[src/sv/tnrx_pkg.sv]
// ----------------------------------------------------------------------------
// tnrx_pkg: shared definitions for the Telnet receive option negotiator
// Telnet command codes, option ids, reply verbs, parser states, the result
// record and the table of offers sent at connection start.
// ----------------------------------------------------------------------------
`default_nettype none

package tnrx_pkg;

   // Default number of negotiable options (mask width)
   localparam int DEF_OPTION_COUNT = 32;

   // Telnet command bytes
   localparam logic [7:0] T_IAC  = 8'd255;
   localparam logic [7:0] T_DONT = 8'd254;
   localparam logic [7:0] T_DO   = 8'd253;
   localparam logic [7:0] T_WONT = 8'd252;
   localparam logic [7:0] T_WILL = 8'd251;
   localparam logic [7:0] T_SB   = 8'd250;
   localparam logic [7:0] T_SE   = 8'd240;

   // Option ids we care about
   localparam logic [7:0] OPT_BINARY = 8'd0;
   localparam logic [7:0] OPT_ECHO   = 8'd1;
   localparam logic [7:0] OPT_SGA    = 8'd3;

   // Printable window: first printable byte and first byte past it
   localparam logic [7:0] PRINT_LO = 8'd3;
   localparam logic [7:0] PRINT_HI = 8'd127;

   // Reply verbs
   localparam logic [1:0] V_WILL = 2'd0;
   localparam logic [1:0] V_WONT = 2'd1;
   localparam logic [1:0] V_DO   = 2'd2;
   localparam logic [1:0] V_DONT = 2'd3;

   // Item and result kinds
   localparam logic OP_BYTE    = 1'b0;
   localparam logic OP_CONNECT = 1'b1;
   localparam logic K_DATA     = 1'b0;
   localparam logic K_REPLY    = 1'b1;

   // Connection start emits offers 0..OFFER_LAST
   localparam logic [2:0] OFFER_LAST = 3'd4;

   typedef enum logic [3:0] {
      PS_DATA,
      PS_IAC,
      PS_DONT,
      PS_DO,
      PS_WONT,
      PS_WILL,
      PS_SB_ID,
      PS_SB,
      PS_SB_IAC
   } parse_state_type;

   // One result record
   typedef struct packed {
      logic       kind;
      logic [7:0] data_byte;
      logic [1:0] reply_verb;
      logic [4:0] reply_option;
      logic       last;
   } rsp_type;

   // Item held in the input stage, plus the step strobe
   typedef struct packed {
      logic       step;
      logic       opcode;
      logic [7:0] rx_byte;
      logic [2:0] offer_idx;
   } step_type;

   // Opening offers: WILL SGA, DO SGA, WILL ECHO, WILL BINARY, DO BINARY
   function automatic rsp_type offer_result(input logic [2:0] idx);
      rsp_type r;
      r              = '0;
      r.kind         = K_REPLY;
      r.last         = (idx == OFFER_LAST);
      case (idx)
         3'd0:    begin r.reply_verb = V_WILL; r.reply_option = OPT_SGA[4:0];    end
         3'd1:    begin r.reply_verb = V_DO;   r.reply_option = OPT_SGA[4:0];    end
         3'd2:    begin r.reply_verb = V_WILL; r.reply_option = OPT_ECHO[4:0];   end
         3'd3:    begin r.reply_verb = V_WILL; r.reply_option = OPT_BINARY[4:0]; end
         default: begin r.reply_verb = V_DO;   r.reply_option = OPT_BINARY[4:0]; end
      endcase
      return r;
   endfunction

endpackage

`default_nettype wire

[src/sv/tnrx_parser.sv]
// ----------------------------------------------------------------------------
// tnrx_parser: IAC command parser and option mask tracking
// Holds the parse state, local/remote option masks and binary mode, and
// produces at most one result per step.
// ----------------------------------------------------------------------------
`default_nettype none

module tnrx_parser
   import tnrx_pkg::*;
#(
   parameter int OPTION_COUNT = DEF_OPTION_COUNT
) (
   input  wire logic     clock,
   input  wire logic     reset,
   input  wire step_type step_i,
   output rsp_type       res_o,
   output logic          res_valid_o
);

   localparam int IDX_W = $clog2(OPTION_COUNT);

   parse_state_type          ps_ff, ps_in;
   logic [OPTION_COUNT-1:0]  local_ff, local_in;
   logic [OPTION_COUNT-1:0]  remote_ff, remote_in;
   logic                     binary_ff, binary_in;

   logic [7:0]       c;
   logic             opt_ok;
   logic [IDX_W-1:0] opt_idx;
   logic             lbit, rbit;
   logic             printable;
   logic             offer_done;

   assign c          = step_i.rx_byte;
   assign opt_ok     = (c < 8'(OPTION_COUNT));
   assign opt_idx    = c[IDX_W-1:0];
   assign lbit       = opt_ok && local_ff[opt_idx];
   assign rbit       = opt_ok && remote_ff[opt_idx];
   assign printable  = (c >= PRINT_LO) && (c < PRINT_HI);
   assign offer_done = step_i.opcode && (step_i.offer_idx == OFFER_LAST);

   // Next parse state
   always_comb begin
      ps_in = ps_ff;
      if (step_i.step) begin
         if (step_i.opcode == OP_CONNECT) begin
            if (offer_done) ps_in = PS_DATA;
         end else begin
            unique case (ps_ff) inside
               PS_IAC: begin
                  unique case (c)
                     T_DONT:  ps_in = PS_DONT;
                     T_DO:    ps_in = PS_DO;
                     T_WONT:  ps_in = PS_WONT;
                     T_WILL:  ps_in = PS_WILL;
                     T_SB:    ps_in = PS_SB_ID;
                     default: ps_in = PS_DATA;
                  endcase
               end
               PS_DONT, PS_DO, PS_WONT, PS_WILL: ps_in = PS_DATA;
               PS_SB_ID:  ps_in = PS_SB;
               PS_SB:     ps_in = (c == T_IAC) ? PS_SB_IAC : PS_SB;
               PS_SB_IAC: ps_in = (c == T_SE) ? PS_DATA : PS_SB;
               default:   ps_in = (c == T_IAC) ? PS_IAC : PS_DATA;
            endcase
         end
      end
   end

   // Results and mask updates
   always_comb begin
      res_o       = '0;
      res_valid_o = 1'b0;
      local_in    = local_ff;
      remote_in   = remote_ff;
      binary_in   = binary_ff;
      if (step_i.step) begin
         if (step_i.opcode == OP_CONNECT) begin
            res_o       = offer_result(step_i.offer_idx);
            res_valid_o = 1'b1;
            // masks settle to their post-offer values on the final offer
            if (offer_done) begin
               local_in                     = '0;
               local_in[IDX_W'(OPT_SGA)]    = 1'b1;
               local_in[IDX_W'(OPT_ECHO)]   = 1'b1;
               local_in[IDX_W'(OPT_BINARY)] = 1'b1;
               remote_in                    = '0;
               remote_in[IDX_W'(OPT_SGA)]   = 1'b1;
               remote_in[IDX_W'(OPT_BINARY)] = 1'b1;
               binary_in                    = 1'b0;
            end
         end else begin
            res_o.reply_option = c[4:0];
            res_o.last         = 1'b1;
            unique case (ps_ff) inside
               PS_IAC: begin
                  // escaped IAC is data, only in binary mode
                  if (c == T_IAC && binary_ff) begin
                     res_o.kind         = K_DATA;
                     res_o.data_byte    = c;
                     res_o.reply_option = '0;
                     res_valid_o        = 1'b1;
                  end
               end
               PS_DONT: begin
                  if (lbit) begin
                     local_in[opt_idx] = 1'b0;
                     res_o.kind        = K_REPLY;
                     res_o.reply_verb  = V_WONT;
                     res_valid_o       = 1'b1;
                  end
               end
               PS_DO: begin
                  if (c == OPT_SGA || c == OPT_ECHO || c == OPT_BINARY) begin
                     if (!lbit) begin
                        local_in[opt_idx] = 1'b1;
                        res_o.kind        = K_REPLY;
                        res_o.reply_verb  = V_WILL;
                        res_valid_o       = 1'b1;
                     end
                  end else if (lbit) begin
                     local_in[opt_idx] = 1'b0;
                     res_o.kind        = K_REPLY;
                     res_o.reply_verb  = V_WONT;
                     res_valid_o       = 1'b1;
                  end
               end
               PS_WONT: begin
                  if (rbit) begin
                     remote_in[opt_idx] = 1'b0;
                     res_o.kind         = K_REPLY;
                     res_o.reply_verb   = V_DONT;
                     res_valid_o        = 1'b1;
                  end
               end
               PS_WILL: begin
                  if (c == OPT_SGA || c == OPT_BINARY) begin
                     if (c == OPT_BINARY) binary_in = 1'b1;
                     if (!rbit) begin
                        remote_in[opt_idx] = 1'b1;
                        res_o.kind         = K_REPLY;
                        res_o.reply_verb   = V_DO;
                        res_valid_o        = 1'b1;
                     end
                  end else if (rbit) begin
                     remote_in[opt_idx] = 1'b0;
                     res_o.kind         = K_REPLY;
                     res_o.reply_verb   = V_DONT;
                     res_valid_o        = 1'b1;
                  end
               end
               PS_SB_ID, PS_SB, PS_SB_IAC: begin
                  res_o.reply_option = '0;
               end
               default: begin
                  // data state: forward printable bytes, or all but IAC in binary mode
                  res_o.reply_option = '0;
                  if (c != T_IAC && (binary_ff || printable)) begin
                     res_o.kind      = K_DATA;
                     res_o.data_byte = c;
                     res_valid_o     = 1'b1;
                  end
               end
            endcase
         end
      end
   end

   // State registers
   always_ff @(posedge clock) begin
      if (reset) begin
         ps_ff     <= PS_DATA;
         local_ff  <= '0;
         remote_ff <= '0;
         binary_ff <= 1'b0;
      end else begin
         ps_ff     <= ps_in;
         local_ff  <= local_in;
         remote_ff <= remote_in;
         binary_ff <= binary_in;
      end
   end

endmodule

`default_nettype wire

[src/sv/tnrx_outreg.sv]
// ----------------------------------------------------------------------------
// tnrx_outreg: result register
// Holds one result transaction until the downstream side takes it.
// ----------------------------------------------------------------------------
`default_nettype none

module tnrx_outreg
   import tnrx_pkg::*;
(
   input  wire logic    clock,
   input  wire logic    reset,
   input  wire logic    load_i,
   input  wire rsp_type res_i,
   input  wire logic    rsp_tready,
   output logic         rsp_tvalid,
   output rsp_type      rsp_o,
   output logic         free_o
);

   logic    valid_ff, valid_in;
   rsp_type res_ff, res_in;

   // Register can take a new result when empty or being drained
   assign free_o = !valid_ff || rsp_tready;

   always_comb begin
      valid_in = valid_ff;
      res_in   = res_ff;
      if (load_i) begin
         valid_in = 1'b1;
         res_in   = res_i;
      end else if (rsp_tready) begin
         valid_in = 1'b0;
      end
   end

   always_ff @(posedge clock) begin
      if (reset) valid_ff <= 1'b0;
      else       valid_ff <= valid_in;
   end

   always_ff @(posedge clock) begin
      res_ff <= res_in;
   end

   assign rsp_tvalid = valid_ff;
   assign rsp_o      = res_ff;

endmodule

`default_nettype wire

[src/sv/telnet_rx_option_negotiator_top.sv]
// A received byte's result passes the input and result registers. One byte is
// taken per cycle while the result register is free; a connection start holds
// the input stage while the offer counter steps through its 5 replies.
// A byte that causes no result still occupies a parser step.
// Reset (synchronous, active high) empties both registers and returns the
// parser to the data state with both option masks and binary mode cleared.
// ----------------------------------------------------------------------------
// telnet_rx_option_negotiator_top: Telnet receive option negotiator
// Input register and offer counter, IAC parser, result register.
// ----------------------------------------------------------------------------
`default_nettype none

module telnet_rx_option_negotiator_top
   import tnrx_pkg::*;
#(
   parameter int OPTION_COUNT = DEF_OPTION_COUNT
) (
   input  wire logic        clock,
   input  wire logic        reset,
   input  wire logic        req_tvalid,
   output logic             req_tready,
   input  wire logic [7:0]  req_tdata,   // [7:0] rx_byte
   input  wire logic        req_tuser,   // [0] opcode
   output logic             rsp_tvalid,
   input  wire logic        rsp_tready,
   output logic [15:0]      rsp_tdata,   // [7:0] data_byte, [9:8] reply_verb,
                                         // [14:10] reply_option, [15] zero
   output logic             rsp_tuser,   // [0] kind
   output logic             rsp_tlast    // last result of the item
);

   logic       in_valid_ff, in_valid_in;
   logic       in_op_ff, in_op_in;
   logic [7:0] in_byte_ff, in_byte_in;
   logic [2:0] offer_cnt_ff, offer_cnt_in;

   logic     out_free;
   logic     advance;
   logic     item_done;
   step_type step;
   rsp_type  res;
   logic     res_valid;
   rsp_type  rsp;

   // Pipeline control
   assign advance    = in_valid_ff && out_free;
   assign item_done  = advance && (!in_op_ff || offer_cnt_ff == OFFER_LAST);
   assign req_tready = !in_valid_ff || item_done;

   // Input register and offer counter
   always_comb begin
      in_valid_in  = in_valid_ff;
      in_op_in     = in_op_ff;
      in_byte_in   = in_byte_ff;
      offer_cnt_in = offer_cnt_ff;
      if (item_done) begin
         in_valid_in  = 1'b0;
         offer_cnt_in = '0;
      end else if (advance) begin
         offer_cnt_in = offer_cnt_ff + 3'd1;
      end
      if (req_tvalid && req_tready) begin
         in_valid_in = 1'b1;
         in_op_in    = req_tuser;
         in_byte_in  = req_tdata;
      end
   end

   always_ff @(posedge clock) begin
      if (reset) begin
         in_valid_ff  <= 1'b0;
         offer_cnt_ff <= '0;
      end else begin
         in_valid_ff  <= in_valid_in;
         offer_cnt_ff <= offer_cnt_in;
      end
   end

   always_ff @(posedge clock) begin
      in_op_ff   <= in_op_in;
      in_byte_ff <= in_byte_in;
   end

   assign step.step      = advance;
   assign step.opcode    = in_op_ff;
   assign step.rx_byte   = in_byte_ff;
   assign step.offer_idx = offer_cnt_ff;

   tnrx_parser #(
      .OPTION_COUNT(OPTION_COUNT)
   ) u_parser (
      .clock       (clock),
      .reset       (reset),
      .step_i      (step),
      .res_o       (res),
      .res_valid_o (res_valid)
   );

   tnrx_outreg u_outreg (
      .clock      (clock),
      .reset      (reset),
      .load_i     (advance && res_valid),
      .res_i      (res),
      .rsp_tready (rsp_tready),
      .rsp_tvalid (rsp_tvalid),
      .rsp_o      (rsp),
      .free_o     (out_free)
   );

   // Output packing
   assign rsp_tdata = {1'b0, rsp.reply_option, rsp.reply_verb, rsp.data_byte};
   assign rsp_tuser = rsp.kind;
   assign rsp_tlast = rsp.last;

   // Checks
   a_offer_range: assert property (@(posedge clock) disable iff (reset)
      offer_cnt_ff <= OFFER_LAST)
      else $error("offer counter out of range");

   a_offer_owner: assert property (@(posedge clock) disable iff (reset)
      offer_cnt_ff != '0 |-> in_valid_ff && in_op_ff)
      else $error("offer counter running without a connection item");

   a_offer_last: assert property (@(posedge clock) disable iff (reset)
      item_done && in_op_ff |=> rsp_tvalid && rsp_tlast && rsp_tuser)
      else $error("final offer not presented with tlast");

endmodule

`default_nettype wire
[config.mk]
export PLATFORM = sky130hd
export DESIGN_NAME = telnet_rx_option_negotiator_top
export DESIGN_NICKNAME = d
export VERILOG_FILES = /design/src/sv/tnrx_pkg.sv /design/src/sv/tnrx_parser.sv /design/src/sv/tnrx_outreg.sv /design/src/sv/telnet_rx_option_negotiator_top.sv
export SDC_FILE = /design/constraint.sdc
export NUM_CORES = 1
export LEC_CHECK = 0
export CAP_MARGIN = 20
export CORE_MARGIN = 2
export CORE_UTILIZATION = 40
export CTS_CLUSTER_DIAMETER = 150
export DETAILED_ROUTE_END_ITERATION = 6
export DONT_BUFFER_PORTS = 1
export GPL_TIMING_DRIVEN = 0
export PLACE_DENSITY = 0.52
export SLEW_MARGIN = 10
export SYNTH_ARGS = -nofsm -noshare
export SYNTH_HDL_FRONTEND = slang
export SYNTH_SLANG_ARGS = --single-unit
export TNS_END_PERCENT = 5
[constraint.sdc]
create_clock -name clock -period 5.1 [get_ports clock]
set_input_delay 0.765 -clock clock [delete_from_list [all_inputs] [get_ports clock]]
set_output_delay 0.765 -clock clock [all_outputs]
set_load 0.05 [all_outputs]
==> results of run 1 <==
## state kept, by name (all words and copies together) (netlist names)
name                 cells
u_outreg.rsp_tvalid      1
u_parser.ps_ff           4
in_byte_ff               8
u_parser.binary_ff       1
in_valid_ff              1
u_outreg.rsp_o          17
in_op_ff                 1
u_parser.local_ff       32
u_parser.remote_ff      32
offer_cnt_ff             3
## cells by family (layout without fill, tap and decap cells)
family / Yosys count / after routing / synth area share
xor gates and xnor gates: 5 / 5 / 0.00876
other: 1 / 1 / 0.000750
adders and majority gates: 6 / 6 / 0.0150
and+or+nand+nor: 210 / 210 / 0.202
muxes: 30 / 30 / 0.0708
AOI/OAI and AO/OA: 145 / 145 / 0.203
buffers and inverters: 47 / 64 / 0.0470
DFF: 100 / 100 / 0.452
## critical path: stages, from the launching register on
cell and delay (ps):
sky130_fd_sc_hd__edfxtp_1 470, sky130_fd_sc_hd__buf_6 230, sky130_fd_sc_hd__buf_4 270, sky130_fd_sc_hd__mux2i_1 140, sky130_fd_sc_hd__a22oi_1 180, sky130_fd_sc_hd__nand3_1 210, sky130_fd_sc_hd__a31oi_1 420, sky130_fd_sc_hd__ha_1 320
sky130_fd_sc_hd__o221ai_1 150, sky130_fd_sc_hd__o31ai_1 170, sky130_fd_sc_hd__a31oi_2 570, sky130_fd_sc_hd__buf_6 230
## cell type report
| cell class | count | area, sq um | share of cell area |
|---|---|---|---|
| plain buffers | 40 | 209 | 0.0377 |
| inverters | 7 | 26.3 | 0.00474 |
| repair buffers | 1 | 11.3 | 0.00203 |
| clock inverters | 2 | 12.5 | 0.00226 |
| flip-flops and latches | 100 | 2260 | 0.408 |
| clock buffers | 14 | 307 | 0.0553 |
| well taps | 168 | 210 | 0.0379 |
| multi-input cells | 397 | 2510 | 0.452 |
## final timing paths
kind | end | cells past startpoint
setup reg to reg | u_outreg.rsp_o[7] | 11
hold / removal | u_parser.remote_ff[21] | 2
hold reg to reg | u_parser.remote_ff[21] | 2
setup / recovery | u_outreg.rsp_o[7] | 11
## metrics by stage
stage / instance area, sq um / hold slack (ps)
6_report: 5550 / 430
5_1_grt: 5550 / 448
4_1_cts: 5550 / 430
3_5_place_dp: 5230 / 417
3_3_place_gp: 5210 / 416
2_1_floorplan: 5000 / 407
## Yosys cell counts (7+ instances only)
library cell,instances,area share
sky130_fd_sc_hd__a21oi_1,60,0.060
sky130_fd_sc_hd__a22oi_1,7,0.011
sky130_fd_sc_hd__a31oi_1,12,0.015
sky130_fd_sc_hd__and2_1,13,0.016
sky130_fd_sc_hd__buf_2,8,0.0080
sky130_fd_sc_hd__clkbuf_1,23,0.017
sky130_fd_sc_hd__dfxtp_1,74,0.30
sky130_fd_sc_hd__edfxtp_1,26,0.16
sky130_fd_sc_hd__mux2i_1,26,0.052
sky130_fd_sc_hd__nand2_1,92,0.069
sky130_fd_sc_hd__nand3_1,21,0.021
sky130_fd_sc_hd__nor2_1,26,0.020
sky130_fd_sc_hd__nor2b_1,11,0.014
sky130_fd_sc_hd__nor3_1,10,0.010
sky130_fd_sc_hd__o211ai_1,22,0.033
sky130_fd_sc_hd__o21ai_0,10,0.010
## routing by layer
layer	vias to the layer above	part of all wire	track usage
met4	0	0.022	0.0706
met2	117	0.49	0.391
li1	2002	-	-
met1	2029	0.45	0.305
met3	23	0.044	0.0544
met5	-	0	0
## power by group through the flow
stage	clock network (mW)	logic [mW]	registers [mW]
global placement	0	0.145	0.892
floorplan	0	0.103	0.888
global route	0.758	0.161	0.876
CTS	0.731	0.148	0.874
finish	0.713	0.148	0.874
detailed placement	0	0.147	0.892
==> impl_metrics.tcl, run 1 <==
set metrics [dict create \
    critical_path_required_ps 5170 \
    r2r_setup_slack_ps 1450 \
    timing_hold_violations_final 0 \
    pwr_density_cell_nw_per_um2 313 \
    count_of_max_cap_constraint_violations 0 \
    report.final.slew_viol_count 0 \
    yosys_most_used_dff "sky130_fd_sc_hd__dfxtp_1" \
    switching_fraction 0.257 \
    drive_above_1_share 0.0909 \
    numCtsBuffers 9 \
    type_of_element_launching_the_critical_path "register" \
    dr.first_iter.drc_count 378 \
    switching_power_uw 445 \
    grt_start_max_net_pins 17 \
    timing.final.crit_share 0.716 \
    avgViaCountPerCell 5.72 \
    r2r-start "in_byte_ff[1]" \
    crit_start "in_byte_ff[1]" \
    final_nets 575 \
    max-clock-path-buffers 2 \
    crit_arrival_ps 3720 \
    layoutNonFillerInstCount 729 \
    cts_root_buffer "sky130_fd_sc_hd__clkbuf_16" \
    grt_remaining_overflow 0 \
    clk-insertion-delay-late_ps 350 \
    number_of_antenna_violations_at_the_first_check_in_global_routing 0 \
    worstSetupPathType "reg2reg" \
    unrepaired_setup_endpoints_after_global_routing "false" \
    gp_routability_congestion 0.850 \
    numPlacedInstances 713 \
    route.final.wire_length_um 14500 \
    seq_power_share 0.504 \
    endpoint_kind "register" \
    chipWidth_um 116 \
    drt_first_pass_iters 5 \
    slew_headroom 0.449 \
    numPortBuffers 0 \
    worst_ir_drop_vdd_uv 283 \
    clk_sinks 100 \
    number_of_vias_after_detailed_routing 4171 \
    p_int_mw 1.29 \
    design.die.area_sq_um 13400 \
    holdBufCountCts 0 \
    outcome "finished, final reports clean" \
    synth.avg_cell_area_sq_um 9.19 \
    minimum_period_implied_by_the_final_worst_setup_slack_ps 3650 \
    post_synthesis_sequential_area_ratio 0.452 \
    synth_warnings 0 \
    cts_repair_resize_count 0 \
    core-area_sq_um 12100 \
    ant_nets 0 \
    die_y_um 116 \
    power_leakage_nw 1.94 \
    synth.lib_cells_used.distinct 62 \
    post-layout-total-power_mw 1.74 \
    groute.usage.overall 0.235 \
    worst_setup_hold_path_clk_slew_ps 60 \
    fin_tns_setup_ps 0 \
    cts_tree "built" \
    min_from "u_parser.remote_ff[21]" \
    postSynthRegisterBits 100 \
    mappedNetlistArea_sq_um 5000 \
    cts.htree.levels 3 \
    async_flop_share 0 \
    number_of_global_route_vias_before_repair 4144 \
    synth-edff-count 26 \
    comb_power_share 0.085 \
    drt_drc_violations_left 0 \
    layout-area-overhead-vs-synth_pct 10.9 \
    io_pins 33 \
    filler_cell_count 1192 \
    setup_ws_ps 1450 \
    n_antenna_cell 0 \
    hpwlAfterDp_um 10600 \
    initial_core_util 0.413 \
    finClkSkew_ps 6.55 \
    synth.net_count 563 \
    grt_first_pass_wirelength_um 23300 \
    worst_slew_pin_slew_ps 822 \
    setup_viol 0 \
    p_clk_frac 0.411 \
    crit_path_max_fanout 10 \
    layout.core_utilization 0.458 \
    top_library_cells_by_usage_in_the_layout_fill_and_taps_aside "92 x sky130_fd_sc_hd__nand2_1, 74 x sky130_fd_sc_hd__dfxtp_1, 60 x sky130_fd_sc_hd__a21oi_1" \
    fmax_mhz 274 \
    hp-class "reg2reg" \
    avgRoutedWirePerCell_um 19.9 \
    rows 40 \
    cts_setup_buffers 0 \
    dp_worst_setup_slack_ps 1450 \
    syn-instance-count 544 \
    mostFrequentLayoutCell "sky130_fd_sc_hd__nand2_1" \
]
Power figures use the tool's default switching activity.
==> inputs of run 2 (changes only) <==
==> constraint.sdc (replaced) <==
create_clock -name clock -period 3.4 [get_ports clock]
set_input_delay 0.51 -clock clock [delete_from_list [all_inputs] [get_ports clock]]
set_output_delay 0.51 -clock clock [all_outputs]
set_load 0.05 [all_outputs]
==> impl_metrics.tcl, run 2 (same netlist as run 1, synthesis figures left out) <==
set metrics [dict create \
    crit_path_max_fanout 10 \
    number_of_global_route_vias_before_repair 4109 \
    cpMaxStageDelayCell "sky130_fd_sc_hd__edfxtp_1" \
    max-clock-path-buffers 2 \
    drive_above_1_share 0.101 \
    gp_routability_congestion 0.863 \
    clk_sinks 100 \
    finClkSkew_ps 15.2 \
    number_of_vias_after_detailed_routing 4187 \
    avgViaCountPerCell 5.74 \
    n_antenna_cell 0 \
    drt_first_pass_iters 5 \
    top_library_cells_by_usage_in_the_layout_fill_and_taps_aside "92 x sky130_fd_sc_hd__nand2_1, 74 x sky130_fd_sc_hd__dfxtp_1, 60 x sky130_fd_sc_hd__a21oi_1" \
    filler_cell_count 1219 \
    report.final.slew_viol_count 0 \
    worst_slew_pin_slew_ps 847 \
    endpoint_kind "register" \
    timing.final.crit_share 0.971 \
    slew_headroom 0.432 \
    post-layout-total-power_mw 2.54 \
    dr_wl_met3_um 698 \
    die_y_um 116 \
    holdBufCountCts 0 \
    hp-class "in2reg" \
    cts.htree.levels 3 \
    chipWidth_um 116 \
    ant_nets 0 \
    unrepaired_setup_endpoints_after_global_routing "true" \
    io_pins 33 \
    grt_first_pass_wirelength_um 22800 \
    fin_hold_ws_ps 246 \
    multi_input_comb_area_sq_um 2530 \
    timing_hold_violations_final 0 \
    core-area_sq_um 12100 \
    numCtsBuffers 9 \
    type_of_element_launching_the_critical_path "register" \
    clk-insertion-delay-late_ps 360 \
    routed_metal_1_wirelength_um 6540 \
    power_leakage_nw 1.93 \
    avgRoutedWirePerCell_um 19.8 \
    cts_root_buffer "sky130_fd_sc_hd__clkbuf_16" \
    initial_core_util 0.413 \
    route.final.wire_length_um 14500 \
    mostFrequentLayoutCell "sky130_fd_sc_hd__nand2_1" \
    family_of_cells_with_the_greatest_summed_delay_on_the_critical_path "compound AO/OA/AOI/OAI gates" \
    ff_latch_area_sq_um 2260 \
    drt_drc_violations_left 0 \
    critical-path-max-stage-delay_ps 470 \
    critical_path_required_ps 3460 \
    setup_viol 0 \
    dr.first_iter.drc_count 305 \
    dr_wl_met2_um 6870 \
    worstSetupPathType "reg2reg" \
    count_of_max_cap_constraint_violations 0 \
    worst_ir_drop_vdd_uv 318 \
    layout.core_utilization 0.457 \
    outcome "finished, final reports clean" \
    crit_buf_inv 2 \
    final_nets 576 \
    crit_chain "buf_6 > mux4_2 > a22o_1 > a31oi_1 > a31oi_2 > ha_1 > o221ai_1 > o31ai_1 > a31oi_4 > buf_4" \
    grt_remaining_overflow 0 \
    dr.max_layer_used "met4" \
    number_of_antenna_violations_at_the_first_check_in_global_routing 0 \
    groute.usage.overall 0.229 \
    minimum_period_implied_by_the_final_worst_setup_slack_ps 3300 \
    rows 40 \
    design.die.area_sq_um 13400 \
    numPortBuffers 0 \
    crit_arrival_ps 3360 \
    worst_setup_hold_path_clk_slew_ps 70 \
    cts_tree "built" \
    grt_start_max_net_pins 19 \
    hpwlAfterDp_um 10700 \
    layout-area-overhead-vs-synth_pct 10.8 \
    pwr_density_cell_nw_per_um2 459 \
    fmax_mhz 303 \
]
-- run 2: layout make-up --
| type | instances | share of cell area |
|---|---|---|
| buffer | 40 | 0.0377 |
| clock buffer | 9 | 0.0407 |
| clock inverter | 7 | 0.0106 |
| inverter | 7 | 0.00474 |
| multi-input combinational | 397 | 0.457 |
| sequential | 100 | 0.408 |
| tap | 168 | 0.0379 |
| timing repair buffer | 2 | 0.00271 |
-- run 2: layer usage --
| layer | global-route usage | vias to the layer above |
|---|---|---|
| li1 | - | 2002 |
| met1 | 0.297 | 2027 |
| met2 | 0.374 | 134 |
| met3 | 0.0507 | 24 |
| met4 | 0.0913 | 0 |
| met5 | 0 | - |
-- run 2: worst register-to-register path, stage by stage, from the launching register on --
cell and delay (ps):
sky130_fd_sc_hd__edfxtp_1 470, sky130_fd_sc_hd__buf_6 240, sky130_fd_sc_hd__mux4_2 330, sky130_fd_sc_hd__a22o_1 280, sky130_fd_sc_hd__a31oi_1 320, sky130_fd_sc_hd__a31oi_2 200
sky130_fd_sc_hd__ha_1 350, sky130_fd_sc_hd__o221ai_1 150, sky130_fd_sc_hd__o31ai_1 210, sky130_fd_sc_hd__a31oi_4 250, sky130_fd_sc_hd__buf_4 210
-- run 2: final timing paths --
kind	cells past startpoint	to	from	slack, ps
min	0	in_byte_ff[0]	req_tdata[0]	250
max reg2reg	10	u_outreg.rsp_o[11]	in_byte_ff[1]	100
max	10	u_outreg.rsp_o[11]	in_byte_ff[1]	100
min reg2reg	2	u_parser.local_ff[29]	u_parser.local_ff[29]	430
-- run 2: report_power, final --
| part | switching, mW | internal, mW | total (mW) |
|---|---|---|---|
| Combinational | 0.163 | 0.0632 | 0.226 |
| Sequential | 0.0625 | 1.25 | 1.31 |
| Clock | 0.494 | 0.510 | 1.00 |
| Total | 0.719 | 1.82 | 2.54 |
-- run 2: what timing repair did --
item                       4_1_cts  5_1_grt
resized for setup                1        5
hold endpoints to repair         0        0
pin swaps                        1        0
setup buffers                    2        0
setup endpoints to repair       17       27
-- run 2: metrics by stage --
stage	instances	setup WS (ps)	cell area, sq um	TNS, ps
floorplan	544	202	5010	0
global placement	712	-460	5220	-7810
detailed placement	712	-480	5220	-8150
CTS	730	32.4	5520	0
global route	730	-47.1	5540	-765
finish	730	97.4	5540	0
